<file path="src/hdl/laplacian_sharpen_3x3_core_defines.svh">
// ----------------------------------------------------------------------------
// Assertion macros for the Laplacian sharpening core
// Immediate-consequence and next-cycle property forms, clocked on clk_i and
// disabled while rst_ni is low. Defining NO_ASSERTIONS leaves them empty.
// ----------------------------------------------------------------------------
`ifndef LAPLACIAN_SHARPEN_3X3_CORE_DEFINES_SVH
`define LAPLACIAN_SHARPEN_3X3_CORE_DEFINES_SVH

`ifndef NO_ASSERTIONS
`define LSH_ASSERT_NOW(lbl, ante, cons, msg) \
  lbl: assert property (@(posedge clk_i) disable iff (!rst_ni) (ante) |-> (cons)) \
    else $error(msg);
`define LSH_ASSERT_NEXT(lbl, ante, cons, msg) \
  lbl: assert property (@(posedge clk_i) disable iff (!rst_ni) (ante) |=> (cons)) \
    else $error(msg);
`else
`define LSH_ASSERT_NOW(lbl, ante, cons, msg)
`define LSH_ASSERT_NEXT(lbl, ante, cons, msg)
`endif

`endif

</file>
<file path="src/hdl/lsh_pkg.sv">
// ----------------------------------------------------------------------------
// lsh_pkg
// Shared types and constants of the Laplacian sharpening core.
// ----------------------------------------------------------------------------
`default_nettype none

package lsh_pkg;

  localparam int SampleW      = 8;
  localparam int WidthW       = 11;
  localparam int HeightW      = 13;
  localparam int ChanW        = 3;
  localparam int CfgIdxW      = 2;
  localparam int CfgDataW     = 13;
  localparam int SumW         = 12;

  localparam int WidthReset   = 640;
  localparam int HeightReset  = 480;
  localparam int ChanReset    = 3;
  localparam int MinWidth     = 3;
  localparam int MinHeight    = 3;
  localparam int MaxHeight    = 4096;
  localparam int SettleCycles = 2;

  typedef enum logic [CfgIdxW-1:0] {
    RegWidth    = 2'd0,
    RegHeight   = 2'd1,
    RegChannels = 2'd2
  } cfg_reg_e;

  typedef enum logic {
    CmdSample = 1'b0,
    CmdDrain  = 1'b1
  } cmd_e;

  // Per-item control handed from the position tracker to the datapath.
  typedef struct packed {
    logic produce;
    logic border;
    logic last;
  } item_ctl_t;

  // One line buffer word: the two previous rows at the same element column.
  typedef struct packed {
    logic [SampleW-1:0] upper;
    logic [SampleW-1:0] middle;
  } line_pair_t;

  function automatic logic [SampleW-1:0] saturate(input logic [SumW-1:0] sum);
    logic [SampleW-1:0] res;
    if (sum[SumW-1]) begin
      res = '0;
    end else if (sum > SumW'(255)) begin
      res = '1;
    end else begin
      res = sum[SampleW-1:0];
    end
    return res;
  endfunction

endpackage

`default_nettype wire

</file>
<file path="src/hdl/lsh_seq.sv">
// ----------------------------------------------------------------------------
// lsh_seq
// Input side: raster position tracking, border and frame-end decisions, and
// the line buffer read for each accepted component.
// ----------------------------------------------------------------------------
`default_nettype none
`include "laplacian_sharpen_3x3_core_defines.svh"

module lsh_seq #(
  parameter int AddrW  = 12,
  parameter int ElemsW = 13,
  parameter int TotalW = 26
) (
  input  wire logic                          clk_i,
  input  wire logic                          rst_ni,
  input  wire logic                          in_valid_i,
  output logic                               in_ready_o,
  input  wire logic                          cmd_i,
  input  wire logic [lsh_pkg::SampleW-1:0]   sample_i,
  input  wire logic [lsh_pkg::ChanW-1:0]     ch_i,
  input  wire logic [lsh_pkg::HeightW-1:0]   rows_i,
  input  wire logic [ElemsW-1:0]             elems_i,
  input  wire logic [TotalW-1:0]             total_i,
  input  wire logic                          busy_i,
  input  wire logic                          restart_i,
  input  wire logic                          can_take_i,
  output logic                               item_valid_o,
  output logic      [AddrW-1:0]              item_addr_o,
  output logic      [lsh_pkg::SampleW-1:0]   item_sample_o,
  output lsh_pkg::item_ctl_t                 item_ctl_o
);

  localparam int CmpW = (AddrW > lsh_pkg::ChanW + 1) ? AddrW : lsh_pkg::ChanW + 1;

  logic [AddrW-1:0]            c_q, c_d;
  logic [lsh_pkg::HeightW-1:0] r_q, r_d;
  logic [TotalW-1:0]           emitted_q, emitted_d;
  logic [ElemsW-1:0]           c_inc;
  logic [TotalW-1:0]           emitted_inc;
  logic [CmpW-1:0]             c_ext, ch_ext, ch2_ext;
  logic                        draining, take, produce, border, last;

  assign in_ready_o = !busy_i && can_take_i;
  assign take       = in_valid_i && in_ready_o;
  assign draining   = (r_q >= rows_i);

  // A drain beat before the frame is complete is a bubble.
  assign item_valid_o = take && !((cmd_i == lsh_pkg::CmdDrain) && !draining);

  assign c_ext   = CmpW'(c_q);
  assign ch_ext  = CmpW'(ch_i);
  assign ch2_ext = CmpW'({ch_i, 1'b0});

  assign emitted_inc = emitted_q + TotalW'(1);
  assign produce = ((r_q >= lsh_pkg::HeightW'(1)) && (c_ext >= ch_ext))
                || (r_q >= lsh_pkg::HeightW'(2));
  assign border  = (c_ext < ch2_ext) || (r_q == lsh_pkg::HeightW'(1)) || draining;
  assign last    = produce && (emitted_inc >= total_i);

  assign item_addr_o   = c_q;
  assign item_sample_o = draining ? '0 : sample_i;
  assign item_ctl_o    = '{produce: produce, border: border, last: last};

  assign c_inc = ElemsW'(c_q) + ElemsW'(1);

  always_comb begin
    c_d       = c_q;
    r_d       = r_q;
    emitted_d = emitted_q;
    if (restart_i) begin
      c_d       = '0;
      r_d       = '0;
      emitted_d = '0;
    end else if (item_valid_o) begin
      if (last) begin
        c_d       = '0;
        r_d       = '0;
        emitted_d = '0;
      end else begin
        if (produce) begin
          emitted_d = emitted_inc;
        end
        if (c_inc >= elems_i) begin
          c_d = '0;
          r_d = r_q + lsh_pkg::HeightW'(1);
        end else begin
          c_d = c_inc[AddrW-1:0];
        end
      end
    end
  end

  always_ff @(posedge clk_i or negedge rst_ni) begin
    if (!rst_ni) begin
      c_q       <= '0;
      r_q       <= '0;
      emitted_q <= '0;
    end else begin
      c_q       <= c_d;
      r_q       <= r_d;
      emitted_q <= emitted_d;
    end
  end

  `LSH_ASSERT_NEXT(a_restart_clears, restart_i, (c_q == '0) && (r_q == '0) && (emitted_q == '0), "config write did not restart the frame")
  `LSH_ASSERT_NOW(a_col_in_row, !busy_i, ElemsW'(c_q) < elems_i, "element position beyond row length")

endmodule

`default_nettype wire

</file>
<file path="config.mk">
export PLATFORM = sky130hd
export DESIGN_NAME = lsh_seq
export DESIGN_NICKNAME = d
export VERILOG_FILES = /design/src/hdl/lsh_pkg.sv /design/src/hdl/lsh_seq.sv
export VERILOG_INCLUDE_DIRS = /design/src /design/src/hdl
export SDC_FILE = /design/constraint.sdc
export NUM_CORES = 1
export LEC_CHECK = 0
export ABC_AREA = 1
export BUFFER_PORTS_ARGS = -buffer_cell sky130_fd_sc_hd__buf_2
export CAP_MARGIN = 20
export CORE_ASPECT_RATIO = 0.8
export CORE_MARGIN = 3
export CORE_UTILIZATION = 30
export DETAILED_ROUTE_END_ITERATION = 8
export SETUP_SLACK_MARGIN = 0.15
export SLEW_MARGIN = 20
export SYNTH_ARGS = -nofsm -noshare
export SYNTH_HDL_FRONTEND = slang
export SYNTH_SLANG_ARGS = --single-unit
</file>
<file path="constraint.sdc">
create_clock -name clk_i -period 9.4 [get_ports clk_i]
set_clock_uncertainty 0.15 [all_clocks]
set_input_delay 1.41 -clock clk_i [delete_from_list [all_inputs] [get_ports clk_i]]
set_output_delay 1.41 -clock clk_i [all_outputs]
set_load 0.1 [all_outputs]
</file>
# Word level (Yosys, flattened, before mapping)
# Cells that the tools add are included.
# word_totals
register_bits,51
in_bits,70
wordCells,44
# op_classes
addsub,3
magnitude_cmp,7
n_eq_ne,1
mux,13
reduce_logical,17
# ops
op,n
26-bit two-way mux,4
13-bit two-way mux,4
12-bit two-way mux,4
26-bit by 1-bit adder with 26-bit output (second input constant),1
13-bit >= comparator,2
26-bit >= comparator,1
12-bit by 1-bit adder with 13-bit output (second input constant),1
13-bit by 1-bit adder with 13-bit output (second input constant),1
13-bit by 1-bit == test with 1-bit output (second input constant),1
13-bit by 1-bit >= comparator with 1-bit output (second input constant),1
13-bit by 2-bit >= comparator with 1-bit output (second input constant),1
12-bit by 3-bit >= comparator with 1-bit output,1
12-bit by 4-bit less-than comparator with 1-bit output,1
8-bit two-way mux,1
1-bit logical AND,6
3-bit nonzero test,2
2-bit AND reduction,2
1-bit zero test,3
1-bit logical OR,3
2-bit nonzero test,1

# Longest topological paths before layout
# logic_depth
word_depth,7
ltp_mapped,22
depth_no_buf,21

# Worst setup path before layout
# Ideal clock, no wire load.
# synth_timing
path_type,input to output
from,input port rows_i[12] (netlist bit)
to,output port item_sample_o[0] (netlist bit)
t_arrival_ns,3.601
slack_ns,4.239
cell_stages,8
n_path_buf,0
cell_sequence,inv_1 ha_1 a21o_1 nor2_1 nand2_1 nor2_1 nand2_1 nor2_1
# synth_between
elab_chain_len,2
# synth_lines
element,line,rtl
"start, declared",lsh_seq.sv:21,"input wire logic [lsh_pkg::HeightW-1:0] rows_i,"
13-bit >= comparator,lsh_seq.sv:45,assign draining = (r_q >= rows_i);
8-bit two-way mux,lsh_seq.sv:61,assign item_sample_o = draining ? '0 : sample_i;
"end, declared",lsh_seq.sv:29,"output logic [lsh_pkg::SampleW-1:0] item_sample_o,"
# No other way between the ends.

==> results.json <==
{
  "htree_num_levels": 2,
  "start_util": 0.3128,
  "wl_um": 12630,
  "drv_cap": 0,
  "synth_enable_flop_cells": 0,
  "layout.nets": 973,
  "final_util": 0.3617,
  "io_buffers": 94,
  "finalHoldViolCount": 0,
  "post-route-min-period_ns": 5.340,
  "yosysTopAreaCell": "dfrtp_1",
  "fmax_mhz": 187.3,
  "p_leak_nw": 3.448,
  "async_reset_ff_frac": 1.000,
  "required_ns": 7.84,
  "r2r-start": "emitted_q[0]$_DFFE_PN0P_",
  "pwr_density_cell_nw_per_um2": 97.76,
  "fp.dieH_um": 122.1,
  "synth_flop_cell": "dfrtp_1",
  "drive_gt1_frac": 0.1437,
  "drc": 0,
  "clkTransAtPathRegs_ns": 0.08,
  "synth_most_common_cell": "nand2_1",
  "relSlewSlack": 0.4252,
  "synthTopCellsByArea": "dfrtp_1 25%, nand2_1 16%, ha_1 15%",
  "syn_to_final_growth_pct": 15.62,
  "grt_pass1_wl_um": 21080,
  "setup_ws_ns": 4.060,
  "vdd_drop_max_uv": 61.74,
  "rsz0062_at_grt": "no",
  "cts_buffers": 5,
  "min_delay_worst_endpoint": "emitted_q[25]$_DFFE_PN0P_",
  "reg2reg_slack_ns": 5.47,
  "wl_met1_um": 6833,
  "setup_viol": 0,
  "vias": 4774,
  "cp_max_fo": 7,
  "viasPerCell": 4.517,
  "grt_pass1_vias": 4282,
  "pin_count": 95,
  "syn_area_per_cell_um2": 6.695,
  "syn_inst": 755,
  "synth_commonest_cells": "215 x nand2_1, 134 x inv_1, 66 x nor2_1",
  "crit_path_end_kind": "primary output",
  "final.period_utilization": 0.5681,
  "wl_met2_um": 4917,
  "firstDrtPassIters": 5,
  "dp.cells": 1049,
  "antenna_found_initial": 0,
  "place_ws_ns": 4.415,
  "post-dp-hpwl_um": 10140,
  "wl_per_cell_um": 11.95,
  "cts_max_path_buffers": 2,
  "post-cts-setup-buffer-count": 0,
  "hp-class": "register to register",
  "yosysSeqAreaShare": 0.2525,
  "synth_fp_nets": 887,
  "syn-cell-area_um2": 5055,
  "r2r_end": "r_q[9]$_DFFE_PN0P_",
  "stdcell_count": 1057,
  "critical_path_class": "register to primary output",
  "fillers": 1736,
  "startpoint": "emitted_q[0]$_DFFE_PN0P_",
  "chipWidth_um": 151.1,
  "cts_resized": 0,
  "worstHoldPathCells": 2,
  "synth_top_area_share": 0.2525,
  "routabilityCongestion": 0.9370,
  "hp-start": "emitted_q[25]$_DFFE_PN0P_",
  "slew_violations": 0,
  "synth.distinct_cells": 40,
  "drt_iter0_drc": 257,
  "grt_usage": 0.1396,
  "worstPathArrival_ns": 3.78,
  "rows": 41,
  "r2r_cells": 19,
  "die-area_um2": 18450,
  "status": "finished clean",
  "route.met3.wl_um": 774,
  "ys_ff_latch": 51,
  "yosys_warnings": 0,
  "cts.sinks": 51,
  "diodes": 0,
  "worst_pin_slew_ns": 0.8592,
  "cts_tree": "yes",
  "top_layer_used": "met4",
  "grt_max_degree": 53,
  "antenna_left": 0,
  "final.setup.tns_ns": 0,
  "gr-total-overflow": 0,
  "critPathLaunchType": "register",
  "clk_latency_ns": 0.29,
  "ctsHoldBuffers": 0,
  "clockRootBuffer": "clkbuf_16",
  "coreArea_um2": 16160
}
[worst max-delay path, cell delays in order (launching register included)]
cell and delay [ns]:
dfrtp_1 0.46, ha_1 0.24, nand2_1 0.10, nor2_2 0.23, nand4_2 0.19, nor3_2 0.24, nand2_1 0.14, xnor2_1 0.18
ha_1 0.28, nand2_1 0.04, nor2_1 0.25, nand2_1 0.14, nor2_1 0.12, nand2_1 0.06, nand3_1 0.21, nand2_4 0.14
inv_1 0.07, buf_2 0.41
[worst max path at each step]
stage / endpoint / slack (ns) / cells after the start
floorplan: item_sample_o[0] / 4.24 / 8
global placement: item_ctl_o[0] / 4.45 / 17
detailed placement: item_ctl_o[0] / 4.41 / 17
CTS: item_ctl_o[0] / 4.07 / 17
global route: item_ctl_o[0] / 3.85 / 17
finish: item_ctl_o[0] / 4.06 / 17
[cells in the final DEF (no fill, tap or decap), drive strengths merged, types with 2 or more instances in the layout]
cell / count
o31ai: 2
xor2: 26
dfrtp: 51
o21ai: 35
nand3: 49
or2: 3
nand3b: 2
inv: 136
buf: 95
ha: 62
a21o: 5
nor3: 17
nand2: 221
nand4: 25
nor2: 68
nor4: 2
xnor2: 8
clkbuf: 7
a21oi: 19
[cells by family after synthesis]
family	Yosys count	share of synthesized area
buffers and inverters	152	0.1225
xor gates and xnor gates	34	0.05891
and+or+nand+nor	390	0.3389
DFF	51	0.2525
AOI/OAI and AO/OA	66	0.07377
adders and majority gates	62	0.1535
[sequential cells by signal (all words and copies together), names as in the netlist]
name         flops
r_q             13
emitted_q       26
item_addr_o     12
[power breakdown]
part / leakage, nW / switching, mW / internal, mW / total (mW)
clock network: 0.0741 / 0.0841 / 0.107 / 0.191
registers: 0.708 / 0.00933 / 0.225 / 0.234
logic: 2.67 / 0.103 / 0.0428 / 0.146
[metal layers]
layer,vias to the layer above,GRT usage
met2,121,0.1977
li1,2554,-
met5,-,0
met4,0,0.02435
met3,8,0.01785
met1,2091,0.2250
[final cells by class]
class,count,area [µm²],share of cell area
timing repair buffer,95,478.0,0.08178
multi-input combinational,552,3159,0.5406
sequential,51,1276,0.2184
inverter,136,510.5,0.08735
clock buffer,7,142.6,0.02441
tap,215,269.0,0.04603
clock inverter,1,8.758,0.001499
[per-stage QoR]
stage               power [mW]  instance area [µm²]  hold slack, ns
floorplan               0.3426                 5055          0.3269
global placement        0.3865                 5693          0.3485
detailed placement      0.3866                 5693          0.3541
CTS                     0.5778                 5844          0.3724
global route            0.6060                 5844          0.4161
finish                  0.5713                 5844          0.3703
Power figures use the tool's default switching activity.
