<file path="src/hdl/laplacian_sharpen_3x3_core_defines.svh">
// ----------------------------------------------------------------------------
// Assertion macros for the Laplacian sharpening core
// Immediate-consequence and next-cycle property forms, clocked on clk_i and
// disabled while rst_ni is low. Defining NO_ASSERTIONS leaves them empty.
// ----------------------------------------------------------------------------
`ifndef LAPLACIAN_SHARPEN_3X3_CORE_DEFINES_SVH
`define LAPLACIAN_SHARPEN_3X3_CORE_DEFINES_SVH

`ifndef NO_ASSERTIONS
`define LSH_ASSERT_NOW(lbl, ante, cons, msg) \
  lbl: assert property (@(posedge clk_i) disable iff (!rst_ni) (ante) |-> (cons)) \
    else $error(msg);
`define LSH_ASSERT_NEXT(lbl, ante, cons, msg) \
  lbl: assert property (@(posedge clk_i) disable iff (!rst_ni) (ante) |=> (cons)) \
    else $error(msg);
`else
`define LSH_ASSERT_NOW(lbl, ante, cons, msg)
`define LSH_ASSERT_NEXT(lbl, ante, cons, msg)
`endif

`endif

</file>
<file path="src/hdl/lsh_pkg.sv">
// ----------------------------------------------------------------------------
// lsh_pkg
// Shared types and constants of the Laplacian sharpening core.
// ----------------------------------------------------------------------------
`default_nettype none

package lsh_pkg;

  localparam int SampleW      = 8;
  localparam int WidthW       = 11;
  localparam int HeightW      = 13;
  localparam int ChanW        = 3;
  localparam int CfgIdxW      = 2;
  localparam int CfgDataW     = 13;
  localparam int SumW         = 12;

  localparam int WidthReset   = 640;
  localparam int HeightReset  = 480;
  localparam int ChanReset    = 3;
  localparam int MinWidth     = 3;
  localparam int MinHeight    = 3;
  localparam int MaxHeight    = 4096;
  localparam int SettleCycles = 2;

  typedef enum logic [CfgIdxW-1:0] {
    RegWidth    = 2'd0,
    RegHeight   = 2'd1,
    RegChannels = 2'd2
  } cfg_reg_e;

  typedef enum logic {
    CmdSample = 1'b0,
    CmdDrain  = 1'b1
  } cmd_e;

  // Per-item control handed from the position tracker to the datapath.
  typedef struct packed {
    logic produce;
    logic border;
    logic last;
  } item_ctl_t;

  // One line buffer word: the two previous rows at the same element column.
  typedef struct packed {
    logic [SampleW-1:0] upper;
    logic [SampleW-1:0] middle;
  } line_pair_t;

  function automatic logic [SampleW-1:0] saturate(input logic [SumW-1:0] sum);
    logic [SampleW-1:0] res;
    if (sum[SumW-1]) begin
      res = '0;
    end else if (sum > SumW'(255)) begin
      res = '1;
    end else begin
      res = sum[SampleW-1:0];
    end
    return res;
  endfunction

endpackage

`default_nettype wire

</file>
<file path="src/hdl/lsh_cfg.sv">
// ----------------------------------------------------------------------------
// lsh_cfg
// Configuration registers with range clamping, derived row and frame sizes,
// and a short settling hold after every write to a known register.
// ----------------------------------------------------------------------------
`default_nettype none

module lsh_cfg #(
  parameter int MAX_WIDTH    = 1024,
  parameter int MAX_CHANNELS = 4,
  parameter int ElemsW       = 13,
  parameter int TotalW       = 26
) (
  input  wire logic                          clk_i,
  input  wire logic                          rst_ni,
  input  wire logic                          cfg_valid_i,
  input  wire logic [lsh_pkg::CfgIdxW-1:0]   cfg_index_i,
  input  wire logic [lsh_pkg::CfgDataW-1:0]  cfg_data_i,
  output logic      [lsh_pkg::ChanW-1:0]     ch_o,
  output logic      [lsh_pkg::HeightW-1:0]   rows_o,
  output logic      [ElemsW-1:0]             elems_o,
  output logic      [TotalW-1:0]             total_o,
  output logic                               busy_o,
  output logic                               restart_o
);

  localparam int WidthRst = (lsh_pkg::WidthReset > MAX_WIDTH) ? MAX_WIDTH
                                                             : lsh_pkg::WidthReset;
  localparam int ChanRst  = (lsh_pkg::ChanReset > MAX_CHANNELS) ? MAX_CHANNELS
                                                               : lsh_pkg::ChanReset;
  localparam int ProdW    = lsh_pkg::WidthW + lsh_pkg::ChanW;

  logic [lsh_pkg::WidthW-1:0]  width_q, width_d;
  logic [lsh_pkg::HeightW-1:0] height_q, height_d;
  logic [lsh_pkg::ChanW-1:0]   chan_q, chan_d;
  logic [1:0]                  settle_q, settle_d;
  logic [ElemsW-1:0]           elems_q;
  logic [TotalW-1:0]           total_q;
  logic [lsh_pkg::WidthW-1:0]  w_raw;
  logic [lsh_pkg::HeightW-1:0] h_raw;
  logic [lsh_pkg::ChanW-1:0]   c_raw;
  logic                        known;

  assign w_raw = cfg_data_i[lsh_pkg::WidthW-1:0];
  assign h_raw = cfg_data_i[lsh_pkg::HeightW-1:0];
  assign c_raw = cfg_data_i[lsh_pkg::ChanW-1:0];

  always_comb begin
    width_d  = width_q;
    height_d = height_q;
    chan_d   = chan_q;
    known    = 1'b0;
    if (cfg_valid_i) begin
      case (lsh_pkg::cfg_reg_e'(cfg_index_i))
        lsh_pkg::RegWidth: begin
          known = 1'b1;
          if (32'(w_raw) < 32'(lsh_pkg::MinWidth)) begin
            width_d = lsh_pkg::WidthW'(lsh_pkg::MinWidth);
          end else if (32'(w_raw) > 32'(MAX_WIDTH)) begin
            width_d = lsh_pkg::WidthW'(MAX_WIDTH);
          end else begin
            width_d = w_raw;
          end
        end
        lsh_pkg::RegHeight: begin
          known = 1'b1;
          if (32'(h_raw) < 32'(lsh_pkg::MinHeight)) begin
            height_d = lsh_pkg::HeightW'(lsh_pkg::MinHeight);
          end else if (32'(h_raw) > 32'(lsh_pkg::MaxHeight)) begin
            height_d = lsh_pkg::HeightW'(lsh_pkg::MaxHeight);
          end else begin
            height_d = h_raw;
          end
        end
        lsh_pkg::RegChannels: begin
          known = 1'b1;
          if (c_raw == '0) begin
            chan_d = lsh_pkg::ChanW'(1);
          end else if (32'(c_raw) > 32'(MAX_CHANNELS)) begin
            chan_d = lsh_pkg::ChanW'(MAX_CHANNELS);
          end else begin
            chan_d = c_raw;
          end
        end
        default: begin
          known = 1'b0;
        end
      endcase
    end
  end

  // After a known write the sizes settle through elems_q and total_q; items wait.
  always_comb begin
    if (known) begin
      settle_d = 2'(lsh_pkg::SettleCycles);
    end else if (settle_q != '0) begin
      settle_d = settle_q - 2'd1;
    end else begin
      settle_d = settle_q;
    end
  end

  always_ff @(posedge clk_i or negedge rst_ni) begin
    if (!rst_ni) begin
      width_q  <= lsh_pkg::WidthW'(WidthRst);
      height_q <= lsh_pkg::HeightW'(lsh_pkg::HeightReset);
      chan_q   <= lsh_pkg::ChanW'(ChanRst);
      settle_q <= 2'(lsh_pkg::SettleCycles);
    end else begin
      width_q  <= width_d;
      height_q <= height_d;
      chan_q   <= chan_d;
      settle_q <= settle_d;
    end
  end

  always_ff @(posedge clk_i) begin
    elems_q <= ElemsW'(ProdW'(width_q) * ProdW'(chan_q));
    total_q <= TotalW'(height_q) * TotalW'(elems_q);
  end

  assign ch_o      = chan_q;
  assign rows_o    = height_q;
  assign elems_o   = elems_q;
  assign total_o   = total_q;
  assign busy_o    = (settle_q != '0);
  assign restart_o = known;

endmodule

`default_nettype wire

</file>
<file path="config.mk">
export PLATFORM = sky130hd
export DESIGN_NAME = lsh_cfg
export DESIGN_NICKNAME = d
export VERILOG_FILES = /design/src/hdl/laplacian_sharpen_3x3_core_defines.svh /design/src/hdl/lsh_pkg.sv /design/src/hdl/lsh_cfg.sv
export SDC_FILE = /design/constraint.sdc
export NUM_CORES = 1
export LEC_CHECK = 0
export BUFFER_PORTS_ARGS = -buffer_cell sky130_fd_sc_hd__buf_2
export CAP_MARGIN = 20
export CORE_MARGIN = 2
export CORE_UTILIZATION = 40
export CTS_CLUSTER_SIZE = 20
export DETAILED_ROUTE_END_ITERATION = 16
export GPL_TIMING_DRIVEN = 1
export PLACE_DENSITY = 0.68
export SLEW_MARGIN = 10
export SYNTH_ARGS = -nofsm -noshare
export SYNTH_HDL_FRONTEND = slang
export SYNTH_SLANG_ARGS = --single-unit
</file>
<file path="constraint.sdc">
create_clock -name clk_i -period 11.8 [get_ports clk_i]
set_clock_uncertainty 0.05 [all_clocks]
set_input_delay 2.95 -clock clk_i [delete_from_list [all_inputs] [get_ports clk_i]]
set_output_delay 2.95 -clock clk_i [all_outputs]
set_load 0.005 [all_outputs]
</file>
## Word level (Yosys, flattened, before mapping)

Index checks and enable logic that the tools add are counted.

| word-level totals | value |
|---|---|
| word-level logic and storage cells | 34 |
| memories | 0 |
| memory bits (writable) | 0 |
| input bits | 18 |
| bits in registers | 68 |
| ROM bits | 0 |
| latch bits | 0 |
| output and inout bits | 57 |

| cells by class | value |
|---|---|
| reduce and logical (&&, ||, !) cells | 8 |
| magnitude comparators | 5 |
| divide/modulo/power cells | 0 |
| multiplexer cells | 10 |
| shifts and indexed selects | 0 |
| equal/unequal tests | 2 |
| multiply operators | 2 |
| bitwise gates (word level) | 0 |
| add/subtract/negate cells | 1 |

Operator list:

| kind | count |
|---|---|
| 13-bit by 13-bit multiplier with 26-bit output | 1 |
| 13-bit 2-to-1 mux | 2 |
| 11-bit 2-to-1 mux | 2 |
| 13-bit greater-than comparator, second input constant | 1 |
| 13-bit by 2-bit less-than comparator with 1-bit output, second input constant | 1 |
| 11-bit by 3-bit multiplier with 13-bit output | 1 |
| 11-bit greater-than comparator, second input constant | 1 |
| 11-bit by 2-bit less-than comparator with 1-bit output, second input constant | 1 |
| 3-bit 2-to-1 mux | 2 |
| 2-bit AND reduction | 3 |
| 2-bit 2-to-1 mux | 2 |
| 2-bit nonzero test | 2 |
| 3-bit greater-than comparator, second input constant | 1 |
| 3-bit zero test | 1 |
| 3-bit OR reduction | 1 |
| 2-bit by 1-bit == test with 1-bit output, second input constant | 1 |
| 2-bit == test, second input constant | 1 |
| 2-bit zero test | 1 |
| 1-bit 2-to-1 mux | 2 |
| 2-bit by 1-bit subtractor with 2-bit output, second input constant | 1 |

## Logic depth before layout (Yosys ltp)

| logic depth | value |
|---|---|
| depth after elaboration | 5 |
| gate-level depth with buffers | 20 |
| gate-level depth less buffers | 18 |

## Worst setup path after synthesis

No wires, ideal clock.

| timing path | value |
|---|---|
| path kind | input-to-output |
| from | input port cfg_valid_i |
| to | output port restart_o |
| setup slack | 5.571 ns |
| path buffers | 0 |
| stages | 1 |
| data arrival time | 3.229 ns |
| data required time | 8.800 ns |
| cells stage by stage | a21boi_0 |

| between the ends | value |
|---|---|
| cells in the longest elaborated chain, start to end | 1 |

Ends and longest elaborated chain:

| what | RTL line | RTL |
|---|---|---|
| from (decl) | lsh_cfg.sv:16 | `input wire logic cfg_valid_i,` |
| 1-bit 2-to-1 mux | lsh_cfg.sv:53 | `if (cfg_valid_i) begin` |
| to (decl) | lsh_cfg.sv:24 | `output logic restart_o` |

Every way passes these cells.

## Final worst setup path

Same ends and word-level chain as after synthesis.

==> results_dict.tcl <==
set metrics [dict create \
    clock-sinks 68 \
    synth_largest_area_cell "fa_1" \
    numCtsBuffers 9 \
    h-tree-depth 3 \
    endpoint_kind "output port" \
    timing.max_cap.violations 0 \
    cts.clk_slew.worst_paths_ps 60 \
    status "completed" \
    route.detailed.drc 0 \
    irDropWorstVdd_mv 0.0875 \
    syn_inst 928 \
    routed_wl_mm 17.8 \
    max_freq_ghz 0.154 \
    grtUsageTotal 0.169 \
    yosysSeqAreaShare 0.179 \
    dieHeight_um 149 \
    hold_buffers 0 \
    synthMuxAreaShare 0.00384 \
    cts-root-buf "clkbuf_16" \
    firstDrtPassIters 4 \
    ant_nets 0 \
    rows 53 \
    synth_area_um2 8470 \
    clock_path_buffers 2 \
    worst_ep_arrival_time_ps 3510 \
    synth_common_cells "inv_1, nand2_1, fa_1, and2_1, ha_1" \
    synth_nets 1161 \
    required_ps 8800 \
    synth_compound_area_frac 0.0862 \
    path_max_fanout 4 \
    yosysTopAreaCellShare 0.310 \
    synth-xor-area-share 0.0310 \
    yosys.area_share.simple 0.163 \
    synth.most_common_cell "inv_1" \
    period_needed_ps 6510 \
    slew_headroom 0.584 \
    powerDensity_nw_per_um2 129 \
    rsz0062_at_grt "false" \
    startpoint "cfg_valid_i" \
    tns_ps 0 \
    ys_top_cells_by_area "fa_1, ha_1, dfxtp_1" \
    wl_per_cell_um 14.1 \
    dp_hpwl_mm 14.4 \
    crit_type "input port to output port" \
    async_flop_share 0.426 \
    hp-start "width_q[9]$_DFFE_PN1P_" \
    synth-edff-count 0 \
    drive_gt1_frac 0.117 \
    ios 75 \
    hold_class "register to register" \
    vias_per_cell 4.86 \
    via_count 6118 \
    area_delta_synth_final_pct 10.6 \
    final_core_util 0.448 \
    synth_top_family_by_area "adder cells" \
    synth_fa_ha_area_frac 0.434 \
    grt_max_degree 30 \
    syn_area_per_cell_um2 9.12 \
    cts_setup_buffers 0 \
    synth_warnings 0 \
    coreArea_um2 20900 \
    totalPowerFinal_mw 1.21 \
    ys_ff_latch 68 \
    start_util 0.405 \
    cts_resized 0 \
    gp_congestion 0.811 \
    p_leak_nw 4.87 \
    cp-start-kind "input port" \
    worstMarginPinSlew_ps 625 \
    dieWidth_um 149 \
    first_iter_violations 377 \
    overflow 0 \
    die_area_um2 22300 \
    clk-insertion-delay-late_ps 350 \
    finalHoldViolCount 0 \
    port_buffers 74 \
    ys_types 55 \
    grt_pass1_vias 6144 \
    diodes 0 \
    synth_ff_type "dfxtp_1" \
    worstReg2RegStart "elems_o[7]$_DFF_P_" \
    finalMaxSlewViolations 0 \
    cts_tree "built" \
    fin_crit_sh 0.551 \
    grt_antenna_before_repair 0 \
    final_nets 1213 \
    setup_viol 0 \
    grt_pass1_wl_mm 30.1 \
]
## critical path: stages
cell      delay, ps
buf_2           110
a21boi_0        270
buf_2           170
## where the power goes
part           internal, mW  switching [mW]
clock network         0.167           0.118
logic                 0.239           0.308
registers             0.291          0.0852
total                 0.697           0.512
## per-stage QoR
stage	std cells	worst slack (ps)	cell area (um^2)	hold WS (ps)
after floorplan	928	5570	8470	419
after global placement	1244	5310	9060	435
after detailed placement	1244	5280	9060	440
after CTS	1260	5280	9370	449
after global routing	1260	5230	9370	479
final	1260	5290	9370	448
## metal layers
metal | wire length, um | vias to the layer above | track usage
li1 | - | 2948 | -
met1 | 8180 | 3040 | 0.230
met2 | 8770 | 118 | 0.288
met3 | 720 | 12 | 0.0223
met4 | 155 | 0 | 0.0395
met5 | 0 | - | 0
## area by class of cell
class | count | area, um^2
clock inverters | 7 | 82.6
inverters | 198 | 743
multi-input cells | 629 | 6080
flip-flops and latches | 68 | 1520
fillers | 2039 | 11500
repair buffers | 74 | 370
well taps | 275 | 344
clock buffers | 9 | 225
## registers in the layout, summed over array words and instances (netlist names)
register  count
rows_o       13
elems_o      13
total_o      26
width_q      11
settle_q      2
ch_o          3
## placed cells by master (no fill, tap or decap), types with 3 or more instances in the layout
cell type / synthesis / layout
a211oi_1: 4 / 4
a21o_1: 6 / 6
a21oi_1: 24 / 24
a22o_1: 14 / 14
and2_1: 93 / 93
buf_2: 0 / 74
clkbuf_16: 0 / 9
dfrtp_1: 20 / 20
dfstp_2: 9 / 9
dfxtp_1: 39 / 39
fa_1: 131 / 131
ha_1: 84 / 84
inv_1: 198 / 198
nand2_1: 139 / 139
nand2b_1: 4 / 4
nor2_1: 17 / 17
nor2b_1: 4 / 4
nor3_1: 4 / 4
nor4_1: 3 / 3
o21a_1: 5 / 5
o21ai_0: 20 / 20
o31ai_1: 5 / 5
or2_2: 4 / 4
xnor2_1: 21 / 21
xor2_1: 9 / 9
## cells by family after synthesis
| family | count (synthesis) |
|---|---|
| AOI/OAI and AO/OA | 101 |
| xor gates and xnor gates | 30 |
| adders and majority gates | 215 |
| buffers and inverters | 231 |
| DFF | 68 |
| muxes | 3 |
| and+or+nand+nor | 280 |
## path summary, 6_finish.rpt
kind | cells after the start | slack [ps] | endpoint
max reg2reg | 16 | 6200 | total_o[23]$_DFF_P_
max in group asynchronous | 1 | 8720 | rows_o[9]$_DFFE_PN0P_
min | 2 | 450 | width_q[9]$_DFFE_PN1P_
min reg2reg | 2 | 450 | width_q[9]$_DFFE_PN1P_
min in group asynchronous | 1 | 2560 | settle_q[0]$_DFFE_PN0P_
max | 3 | 5290 | restart_o
(Power assumes the default switching activity.)
