File: src/hdl/laplacian_sharpen_3x3_core_defines.svh
// ----------------------------------------------------------------------------
// Assertion macros for the Laplacian sharpening core
// Immediate-consequence and next-cycle property forms, clocked on clk_i and
// disabled while rst_ni is low. Defining NO_ASSERTIONS leaves them empty.
// ----------------------------------------------------------------------------
`ifndef LAPLACIAN_SHARPEN_3X3_CORE_DEFINES_SVH
`define LAPLACIAN_SHARPEN_3X3_CORE_DEFINES_SVH

`ifndef NO_ASSERTIONS
`define LSH_ASSERT_NOW(lbl, ante, cons, msg) \
  lbl: assert property (@(posedge clk_i) disable iff (!rst_ni) (ante) |-> (cons)) \
    else $error(msg);
`define LSH_ASSERT_NEXT(lbl, ante, cons, msg) \
  lbl: assert property (@(posedge clk_i) disable iff (!rst_ni) (ante) |=> (cons)) \
    else $error(msg);
`else
`define LSH_ASSERT_NOW(lbl, ante, cons, msg)
`define LSH_ASSERT_NEXT(lbl, ante, cons, msg)
`endif

`endif

File: src/hdl/lsh_pkg.sv
// ----------------------------------------------------------------------------
// lsh_pkg
// Shared types and constants of the Laplacian sharpening core.
// ----------------------------------------------------------------------------
`default_nettype none

package lsh_pkg;

  localparam int SampleW      = 8;
  localparam int WidthW       = 11;
  localparam int HeightW      = 13;
  localparam int ChanW        = 3;
  localparam int CfgIdxW      = 2;
  localparam int CfgDataW     = 13;
  localparam int SumW         = 12;

  localparam int WidthReset   = 640;
  localparam int HeightReset  = 480;
  localparam int ChanReset    = 3;
  localparam int MinWidth     = 3;
  localparam int MinHeight    = 3;
  localparam int MaxHeight    = 4096;
  localparam int SettleCycles = 2;

  typedef enum logic [CfgIdxW-1:0] {
    RegWidth    = 2'd0,
    RegHeight   = 2'd1,
    RegChannels = 2'd2
  } cfg_reg_e;

  typedef enum logic {
    CmdSample = 1'b0,
    CmdDrain  = 1'b1
  } cmd_e;

  // Per-item control handed from the position tracker to the datapath.
  typedef struct packed {
    logic produce;
    logic border;
    logic last;
  } item_ctl_t;

  // One line buffer word: the two previous rows at the same element column.
  typedef struct packed {
    logic [SampleW-1:0] upper;
    logic [SampleW-1:0] middle;
  } line_pair_t;

  function automatic logic [SampleW-1:0] saturate(input logic [SumW-1:0] sum);
    logic [SampleW-1:0] res;
    if (sum[SumW-1]) begin
      res = '0;
    end else if (sum > SumW'(255)) begin
      res = '1;
    end else begin
      res = sum[SampleW-1:0];
    end
    return res;
  endfunction

endpackage

`default_nettype wire

File: src/hdl/lsh_dp.sv
// ----------------------------------------------------------------------------
// lsh_dp
// Datapath: takes the line buffer word, shifts the neighbour window, writes
// the rows back, forms the sharpened value and holds the result register.
// ----------------------------------------------------------------------------
`default_nettype none
`include "laplacian_sharpen_3x3_core_defines.svh"

module lsh_dp #(
  parameter int MAX_CHANNELS = 4,
  parameter int AddrW        = 12
) (
  input  wire logic                          clk_i,
  input  wire logic                          rst_ni,
  input  wire logic                          item_valid_i,
  input  wire logic [AddrW-1:0]              item_addr_i,
  input  wire logic [lsh_pkg::SampleW-1:0]   item_sample_i,
  input  wire lsh_pkg::item_ctl_t            item_ctl_i,
  input  wire logic [lsh_pkg::ChanW-1:0]     ch_i,
  input  wire lsh_pkg::line_pair_t           rdata_i,
  output logic                               can_take_o,
  output logic                               we_o,
  output logic      [AddrW-1:0]              waddr_o,
  output lsh_pkg::line_pair_t                wdata_o,
  output logic                               out_valid_o,
  input  wire logic                          out_ready_i,
  output logic      [lsh_pkg::SampleW-1:0]   value_o,
  output logic                               frame_end_o
);

  localparam int WinDepth = 2 * MAX_CHANNELS;
  localparam int SW       = lsh_pkg::SampleW;
  localparam int SumW     = lsh_pkg::SumW;

  logic                 s1_valid_q, s1_valid_d;
  logic [AddrW-1:0]     s1_addr_q;
  logic [SW-1:0]        s1_sample_q;
  lsh_pkg::item_ctl_t   s1_ctl_q;
  logic [SW-1:0]        win_q   [WinDepth];
  logic [SW-1:0]        up_q    [MAX_CHANNELS];
  logic [SW-1:0]        below_q [MAX_CHANNELS];
  logic                 out_valid_q, out_valid_d;
  logic [SW-1:0]        out_value_q;
  logic                 out_end_q;
  logic                 s1_go, step;
  logic [SW-1:0]        centre, left, above, below;
  logic [SumW-1:0]      sum;
  logic [lsh_pkg::ChanW:0] ch2;

  assign s1_go      = !out_valid_q || out_ready_i;
  assign step       = s1_valid_q && s1_go;
  assign can_take_o = !s1_valid_q || s1_go;
  assign ch2        = {ch_i, 1'b0};

  // Taps one and two pixels back in the same channel.
  always_comb begin
    centre = '0;
    left   = '0;
    above  = '0;
    below  = '0;
    for (int k = 0; k < WinDepth; k++) begin
      if (32'(k) == 32'(ch_i) - 32'd1) begin
        centre = win_q[k];
      end
      if (32'(k) == 32'(ch2) - 32'd1) begin
        left = win_q[k];
      end
    end
    for (int k = 0; k < MAX_CHANNELS; k++) begin
      if (32'(k) == 32'(ch_i) - 32'd1) begin
        above = up_q[k];
        below = below_q[k];
      end
    end
  end

  assign sum = SumW'({centre, 2'b00}) + SumW'(centre) - SumW'(above) - SumW'(below)
             - SumW'(left) - SumW'(rdata_i.middle);

  // Consecutive beats use different entries, except at the wrap to a new
  // frame with one channel, where the first read of the new frame sees the
  // word before the final write of the old one. That word only reaches the
  // window and the upper row during the first row, which feed border results.
  assign we_o    = step;
  assign waddr_o = s1_addr_q;
  assign wdata_o = '{upper: rdata_i.middle, middle: s1_sample_q};

  always_comb begin
    if (item_valid_i) begin
      s1_valid_d = 1'b1;
    end else if (s1_go) begin
      s1_valid_d = 1'b0;
    end else begin
      s1_valid_d = s1_valid_q;
    end
    if (step && s1_ctl_q.produce) begin
      out_valid_d = 1'b1;
    end else if (out_ready_i) begin
      out_valid_d = 1'b0;
    end else begin
      out_valid_d = out_valid_q;
    end
  end

  always_ff @(posedge clk_i or negedge rst_ni) begin
    if (!rst_ni) begin
      s1_valid_q  <= 1'b0;
      out_valid_q <= 1'b0;
    end else begin
      s1_valid_q  <= s1_valid_d;
      out_valid_q <= out_valid_d;
    end
  end

  always_ff @(posedge clk_i) begin
    if (item_valid_i) begin
      s1_addr_q   <= item_addr_i;
      s1_sample_q <= item_sample_i;
      s1_ctl_q    <= item_ctl_i;
    end
    if (step) begin
      win_q[0]   <= rdata_i.middle;
      up_q[0]    <= rdata_i.upper;
      below_q[0] <= s1_sample_q;
      for (int k = 1; k < WinDepth; k++) begin
        win_q[k] <= win_q[k-1];
      end
      for (int k = 1; k < MAX_CHANNELS; k++) begin
        up_q[k]    <= up_q[k-1];
        below_q[k] <= below_q[k-1];
      end
      if (s1_ctl_q.produce) begin
        out_value_q <= s1_ctl_q.border ? '0 : lsh_pkg::saturate(sum);
        out_end_q   <= s1_ctl_q.last;
      end
    end
  end

  assign out_valid_o = out_valid_q;
  assign value_o     = out_value_q;
  assign frame_end_o = out_end_q;

  `LSH_ASSERT_NEXT(a_result_lands, step && s1_ctl_q.produce, out_valid_q && (out_end_q == $past(s1_ctl_q.last)), "result lost between stage and output register")

endmodule

`default_nettype wire

File: config.mk
export PLATFORM = sky130hd
export DESIGN_NAME = lsh_dp
export DESIGN_NICKNAME = d
export VERILOG_FILES = /design/src/hdl/lsh_pkg.sv /design/src/hdl/lsh_dp.sv
export VERILOG_INCLUDE_DIRS = /design/src /design/src/hdl
export SDC_FILE = /design/constraint.sdc
export NUM_CORES = 1
export LEC_CHECK = 0
export ABC_AREA = 1
export BUFFER_PORTS_ARGS = -buffer_cell sky130_fd_sc_hd__buf_2
export CORE_UTILIZATION = 51
export CTS_BUF_LIST = sky130_fd_sc_hd__clkbuf_4 sky130_fd_sc_hd__clkbuf_8
export DETAILED_ROUTE_END_ITERATION = 7
export HOLD_SLACK_MARGIN = 0.15
export PLACE_DENSITY = 0.76
export SLEW_MARGIN = 40
export SYNTH_ARGS = -nofsm -noshare
export SYNTH_HDL_FRONTEND = slang
export SYNTH_SLANG_ARGS = --single-unit
File: constraint.sdc
create_clock -name clk_i -period 6.5 [get_ports clk_i]
set_clock_uncertainty 0.05 [all_clocks]
set_input_delay 0.65 -clock clk_i [delete_from_list [all_inputs] [get_ports clk_i]]
set_output_delay 0.65 -clock clk_i [all_outputs]
set_load 0.03 [all_outputs]
# Word-level counts from Yosys, hierarchy flattened
# Memories as Yosys holds them, arrays and structs flattened.
# Cells that the tools add are included.
[word_totals]
mem_bits_rw = 128
n_memories = 3
out_inout_bits = 40
ff_bits = 34
[op_classes]
n_reduce_logical = 12
muxes = 31
n_lt_le_gt_ge = 1
add_sub_neg = 7
n_eq_ne = 14
[mem_list]
columns = ["memory", "depth", "width", "rd", "rd_ports_with_merged_regs", "write_ports", "line", "rtl"]
rows = [
  ["win_q", 8, 8, 8, 0, 8, "lsh_dp.sv:39", "logic [SW-1:0] win_q [WinDepth];"],
  ["below_q", 4, 8, 4, 0, 4, "lsh_dp.sv:41", "logic [SW-1:0] below_q [MAX_CHANNELS];"],
  ["up_q", 4, 8, 4, 0, 4, "lsh_dp.sv:40", "logic [SW-1:0] up_q [MAX_CHANNELS];"],
]
[ops]
columns = ["operator", "count"]
rows = [
  ["$eq 3x32->1 const A", 8],
  ["$mux 8", 25],
  ["$eq 2x32->1 const A", 4],
  ["$eq 1x32->1 const A", 2],
  ["$logic_not 32->1", 2],
  ["$sub 12x8->12", 3],
  ["$gt 12x8->1 const B", 1],
  ["$sub 11x8->12", 1],
  ["$add 10x8->11", 1],
  ["$mux 1", 6],
  ["$sub 4x1->5 const B", 1],
  ["$reduce_bool 2->1", 2],
  ["$sub 3x1->4 const B", 1],
  ["$logic_and 1x1->1", 2],
  ["$logic_not 1->1", 2],
  ["$logic_or 1x1->1", 2],
  ["$reduce_and 2->1", 1],
  ["$reduce_or 2->1", 1],
]

# Logic depth before layout (Yosys ltp)
[depth]
word_depth = 17
mapped_depth = 35
ltp_nobuf = 35

# Worst setup path after synthesis
# Ideal clock, no wire load.
[synth_path]
kind = "input port to output port"
start = "input out_ready_i"
end = "output we_o"
slack_ns = -0.706
t_arrival_ns = 6.506
stages = 4
path_cell_list = "inv_1 > nand2_1 > inv_1 > nor2_1"
[synth_between]
elab_chain_len = 2
[synth_rtl]
columns = ["element", "line", "rtl"]
rows = [
  ["start: declaration", "lsh_dp.sv:26", "input wire logic out_ready_i,"],
  ["$logic_or 1x1->1", "lsh_dp.sv:50", "assign s1_go = !out_valid_q || out_ready_i;"],
  ["$logic_and 1x1->1", "lsh_dp.sv:51", "assign step = s1_valid_q && s1_go;"],
  ["end: declaration", "lsh_dp.sv:22", "output logic we_o,"],
]
# No other way between the ends.

# Worst setup path after layout
[layout_path]
start = "input ch_i[0] in the netlist's numbering"
end = "register out_value_q[0], in the netlist value_o[0], data pin"
[layout_between]
elab_chain_len = 17
elab_cells_between_ends = 50
cone_classes = "add/sub: 7; order compare: 1; eq/ne: 14; mux: 25; reduce/logical: 3"
[layout_rtl]
columns = ["element", "line", "rtl"]
rows = [
  ["start: declaration", "lsh_dp.sv:19", "input wire logic [lsh_pkg::ChanW-1:0] ch_i,"],
  ["$sub 3x1->4", "lsh_dp.sv:62, lsh_dp.sv:70", ""],
  ["$logic_not 32->1", "lsh_dp.sv:62, lsh_dp.sv:70", ""],
  ["$mux 8 (8 in a row)", "lsh_dp.sv:62", "if (32'(k) == 32'(ch_i) - 32'd1) begin"],
  ["$add 10x8->11", "lsh_dp.sv:77", "assign sum = SumW'({centre, 2'b00}) + SumW'(centre) - SumW'(above) - SumW'(below)"],
  ["$sub 11x8->12", "lsh_dp.sv:77", ""],
  ["$sub 12x8->12", "lsh_dp.sv:77", ""],
  ["$sub 12x8->12 * (2 in a row)", "lsh_dp.sv:78", "- SumW'(left) - SumW'(rdata_i.middle);"],
  ["$gt 12x8->1", "lsh_pkg.sv:53", "end else if (sum > SumW'(255)) begin"],
  ["$mux 8", "lsh_pkg.sv:53", ""],
  ["end signal: assignment", "lsh_dp.sv:133", "out_value_q <= s1_ctl_q.border ? '0 : lsh_pkg::saturate(sum);"],
  ["end: declaration", "lsh_dp.sv:43", "logic [SW-1:0] out_value_q;"],
]
# Every way passes the cells marked *; elsewhere a longest branch is shown, timed or not.
# A chain may end at the register's enable or synchronous reset.

==> metrics.log <==
[metrics] worst-path cell with the longest stage delay: nor2_1
[metrics] P per Cell Area: 386 nW/µm²
[metrics] area overhead of the layout relative to synthesis: 12.7%
[metrics] TritonCTS clock tree: built
[metrics] dpl cells: 952
[metrics] Fin Setup TNS: 0 ns
[metrics] Final Net Count: 878
[metrics] Final Instance Count excl. Fillers: ~980
[metrics] critical path type: input port to register
[metrics] area of the core region: 15200 µm²
[metrics] average instance area after synthesis: 11.5 µm²
[metrics] worst-skew pair later-pin latency: 0.46 ns
[metrics] count of mapped cells out of synthesis: 691
[metrics] Tightest Pin Transition: ~0.8 ns
[metrics] final worst path period need: 5.79 ns
[metrics] class of the worst hold path: input port to register
[metrics] die outline height: 127 µm
[metrics] antenna violations before repair: 0
[metrics] post-detailed-route wirelength per cell: 15.5 µm
[metrics] vias in the first global route: 5092
[metrics] count of cells resized by post-cts repair: 0
[metrics] most common cell after layout, fill and taps aside: edfxtp_1
[metrics] final cell area excluding filler cells: 8950 µm²
[metrics] number of pins with negative max-slew slack in the final report: 0
[metrics] First DRT Iteration DRCs: 399
[metrics] cts bufs inserted: 17
[metrics] number of sinks handled by clock tree synthesis: approximately 160
[metrics] signal arrival time at the worst endpoint: about 6.0 ns
[metrics] proportion of synthesized chip area in sequential cells: 0.612
[metrics] net count after synthesis: 785
[metrics] overall die area: 16100 µm²
[metrics] worst hold stages: 1
[metrics] fraction of layout instances using a drive strength above 1: 0.190
[metrics] count of H-tree levels built during CTS: 4
[metrics] worst reg2reg path depth: 19
[metrics] Pleak: 0.00376 µW
[metrics] maximum number of pins on one net before global-route repair: 76
[metrics] count of cell types in the netlist: 39
[metrics] area taken by multi-input logic gates: roughly 2500 µm²
[metrics] final clock period utilization by the worst path: 0.890
[metrics] diode insertion count for antenna repair: 0
[metrics] cell area after placement: 8540 µm²
[metrics] area occupied by registers: 4850 µm²
[metrics] outcome: complete, no violations
[metrics] RSZ-0062 raised after global routing: false
[metrics] first-pass GRT wire length: 24.9 mm
[metrics] leading cell types in the layout, fill and taps excluded: edfxtp_1, nand2_1, inv_1, buf_2, nand3_1
[metrics] HPWL Detailed: 11.2 mm
[metrics] Worst path most repeated cell: inv_1
[metrics] Pwr Total: 3460 µW
[metrics] gr busiest metal: met2
[metrics] leftover overflow at the end of global routing: 0
[metrics] clock transition at the registers of the reported paths: ~0.090 ns
[metrics] total via count in the routed design: 5188
[metrics] max frequency: 173 MHz
[metrics] highest fanout seen on the critical path: 12
[metrics] endpoints failing hold: 0
[metrics] number of endpoints failing setup at the final stage: 0
[metrics] register bit count reported by yosys: 162
[metrics] Max-Slew Margin vs Limit: 0.474
[metrics] utilization after layout: 0.589
[metrics] number of placed I/O pins: 86
[metrics] count of nets left with antenna violations after detail routing: 0
[metrics] met3 layer usage reported by global route: 0.0569
[metrics] DRT Wirelength: around 15 mm
[metrics] warnings from Yosys: 0
[metrics] detailed-router iteration count before antenna repair: 5
[metrics] Port Buffer Count: 85
[metrics] element type at the critical path end: register
[metrics] final weighted congestion in routability-driven placement: 0.921
[metrics] Global Route met2 Usage: 0.328
[metrics] largest incremental delay on the critical path: 0.61 ns
[metrics] largest buffer count on any clock path: 2
[metrics] root buffer selected by CTS: clkbuf_8
[metrics] GRT Total Usage: 0.205
[metrics] number of maximum-capacitance violations: 0
[metrics] initial core utilization: 0.522
[metrics] final routed DRC violation total: 0
[metrics] post-synth design cell area: 7940 µm²
[metrics] detailed-route vias per instance: 5.27
[metrics] fill cell count: ~1200
[metrics] number of placement rows: 45
[metrics] global-route met1 utilization: 0.267
[metrics] Worst Path Required: 6.68 ns
[metrics] launching element type of the critical path: input port
[metrics] worst ir drop on vdd: 0.300 mV
[metrics] Die X: 127 µm
logic make-up (layout without fill, tap and decap cells):
family	Yosys count	count (layout)	share of synthesized area
AO/OA/AOI/OAI	84	84	0.0653
buffers and inverters	133	238	0.0725
multiplexers	3	3	0.00378
XOR/XNOR	10	10	0.0110
AND/OR/NAND/NOR	251	251	0.132
adder cells (fa/ha/maj)	48	48	0.104
flip-flops	162	162	0.612
final timing paths:
kind                                   from              to  slack, ns
max                                 ch_i[0]      value_o[0]       0.71
min                        item_sample_i[0]  s1_sample_q[0]       0.30
max reg2reg                    win_q[0][12]      value_o[0]       1.77
min reg2reg                     s1_ctl_q[0]     frame_end_o       0.38
max in group asynchronous            rst_ni      s1_valid_q       5.86
min in group asynchronous            rst_ni     out_valid_o       0.45
flip-flops by register name, indices dropped and copies added, names as in the netlist:
signal       count
waddr_o         12
below_q         32
s1_sample_q      8
win_q           64
frame_end_o      1
value_o          8
up_q            32
s1_ctl_q         3
out_valid_o      1
s1_valid_q       1
stage by stage:
stage	setup WS, ns	hold WS [ns]
finish	0.712	0.302
global placement	0.463	0.354
detailed placement	0.280	0.364
global route	0.233	0.270
floorplan	1.19	0.304
CTS	0.765	0.277
routing by layer:
metal | up-vias | share of wire
met3 | 31 | 0.061
met2 | 176 | 0.47
met4 | 0 | 0.025
met1 | 2489 | 0.44
met5 | - | 0
li1 | 2492 | -
worst max-delay path, delay by kind of cell:
kind,cells,cell delay (ns)
and+or+nand+nor,12,1.64
buffers and inverters,10,1.04
AOI/OAI and AO/OA,2,0.33
adders and majority gates,5,2.13
xor gates and xnor gates,1,0.16
synthesized netlist by cell type:
library cell | number | share of area
a221oi_1 | 1 | 0.0011
o21bai_1 | 2 | 0.0019
o21ai_0 | 5 | 0.0032
a22o_1 | 1 | 0.0011
buf_2 | 4 | 0.0025
buf_6 | 4 | 0.0057
o211ai_2 | 5 | 0.0079
clkinv_1 | 1 | 0.00047
a211oi_1 | 1 | 0.00095
xnor2_1 | 1 | 0.0011
o211ai_1 | 4 | 0.0038
mux2i_1 | 3 | 0.0038
clkbuf_1 | 4 | 0.0019
nor2_4 | 2 | 0.0028
nand3_1 | 41 | 0.026
nand4_1 | 5 | 0.0039
ha_1 | 18 | 0.028
a21oi_1 | 23 | 0.015
buf_1 | 1 | 0.00047
a21oi_2 | 2 | 0.0022
o21ai_1 | 28 | 0.018
fa_1 | 30 | 0.076
nor2_1 | 41 | 0.019
nor3_1 | 3 | 0.0019
or2_0 | 1 | 0.00079
nand2_1 | 151 | 0.071
dfrtp_1 | 2 | 0.0063
xor2_1 | 9 | 0.0099
nand2_2 | 3 | 0.0024
edfxtp_1 | 160 | 0.61
inv_2 | 6 | 0.0028
inv_1 | 102 | 0.048
buf_4 | 11 | 0.010
nor2_2 | 2 | 0.0016
a31oi_1 | 4 | 0.0032
a22oi_1 | 7 | 0.0066
nand3b_1 | 1 | 0.00095
a32o_1 | 1 | 0.0013
or2_2 | 1 | 0.00079
report_power, final:
| part | total, µW | switching, µW | internal, µW |
|---|---|---|---|
| Sequential | 1340 | 47.4 | 1290 |
| Clock | 731 | 410 | 321 |
| Combinational | 1390 | 896 | 492 |
| Total | 3460 | 1350 | 2100 |
cell type report:
class,instances,share of cell area
Sequential cell,162,0.543
Multi-Input combinational cell,396,0.282
Timing Repair Buffer,98,0.0592
Inverter,109,0.0457
Clock buffer,17,0.0262
Clock inverter,14,0.0185
Tap cell,188,0.0263
repair_timing:
item,in CTS,in global routing
endpoints found under the setup margin,0,0
setup buffers,0,0
hold endpoints to repair,2,0
hold buffers,1,0
No activity file was read; power rests on OpenSTA's default activity.
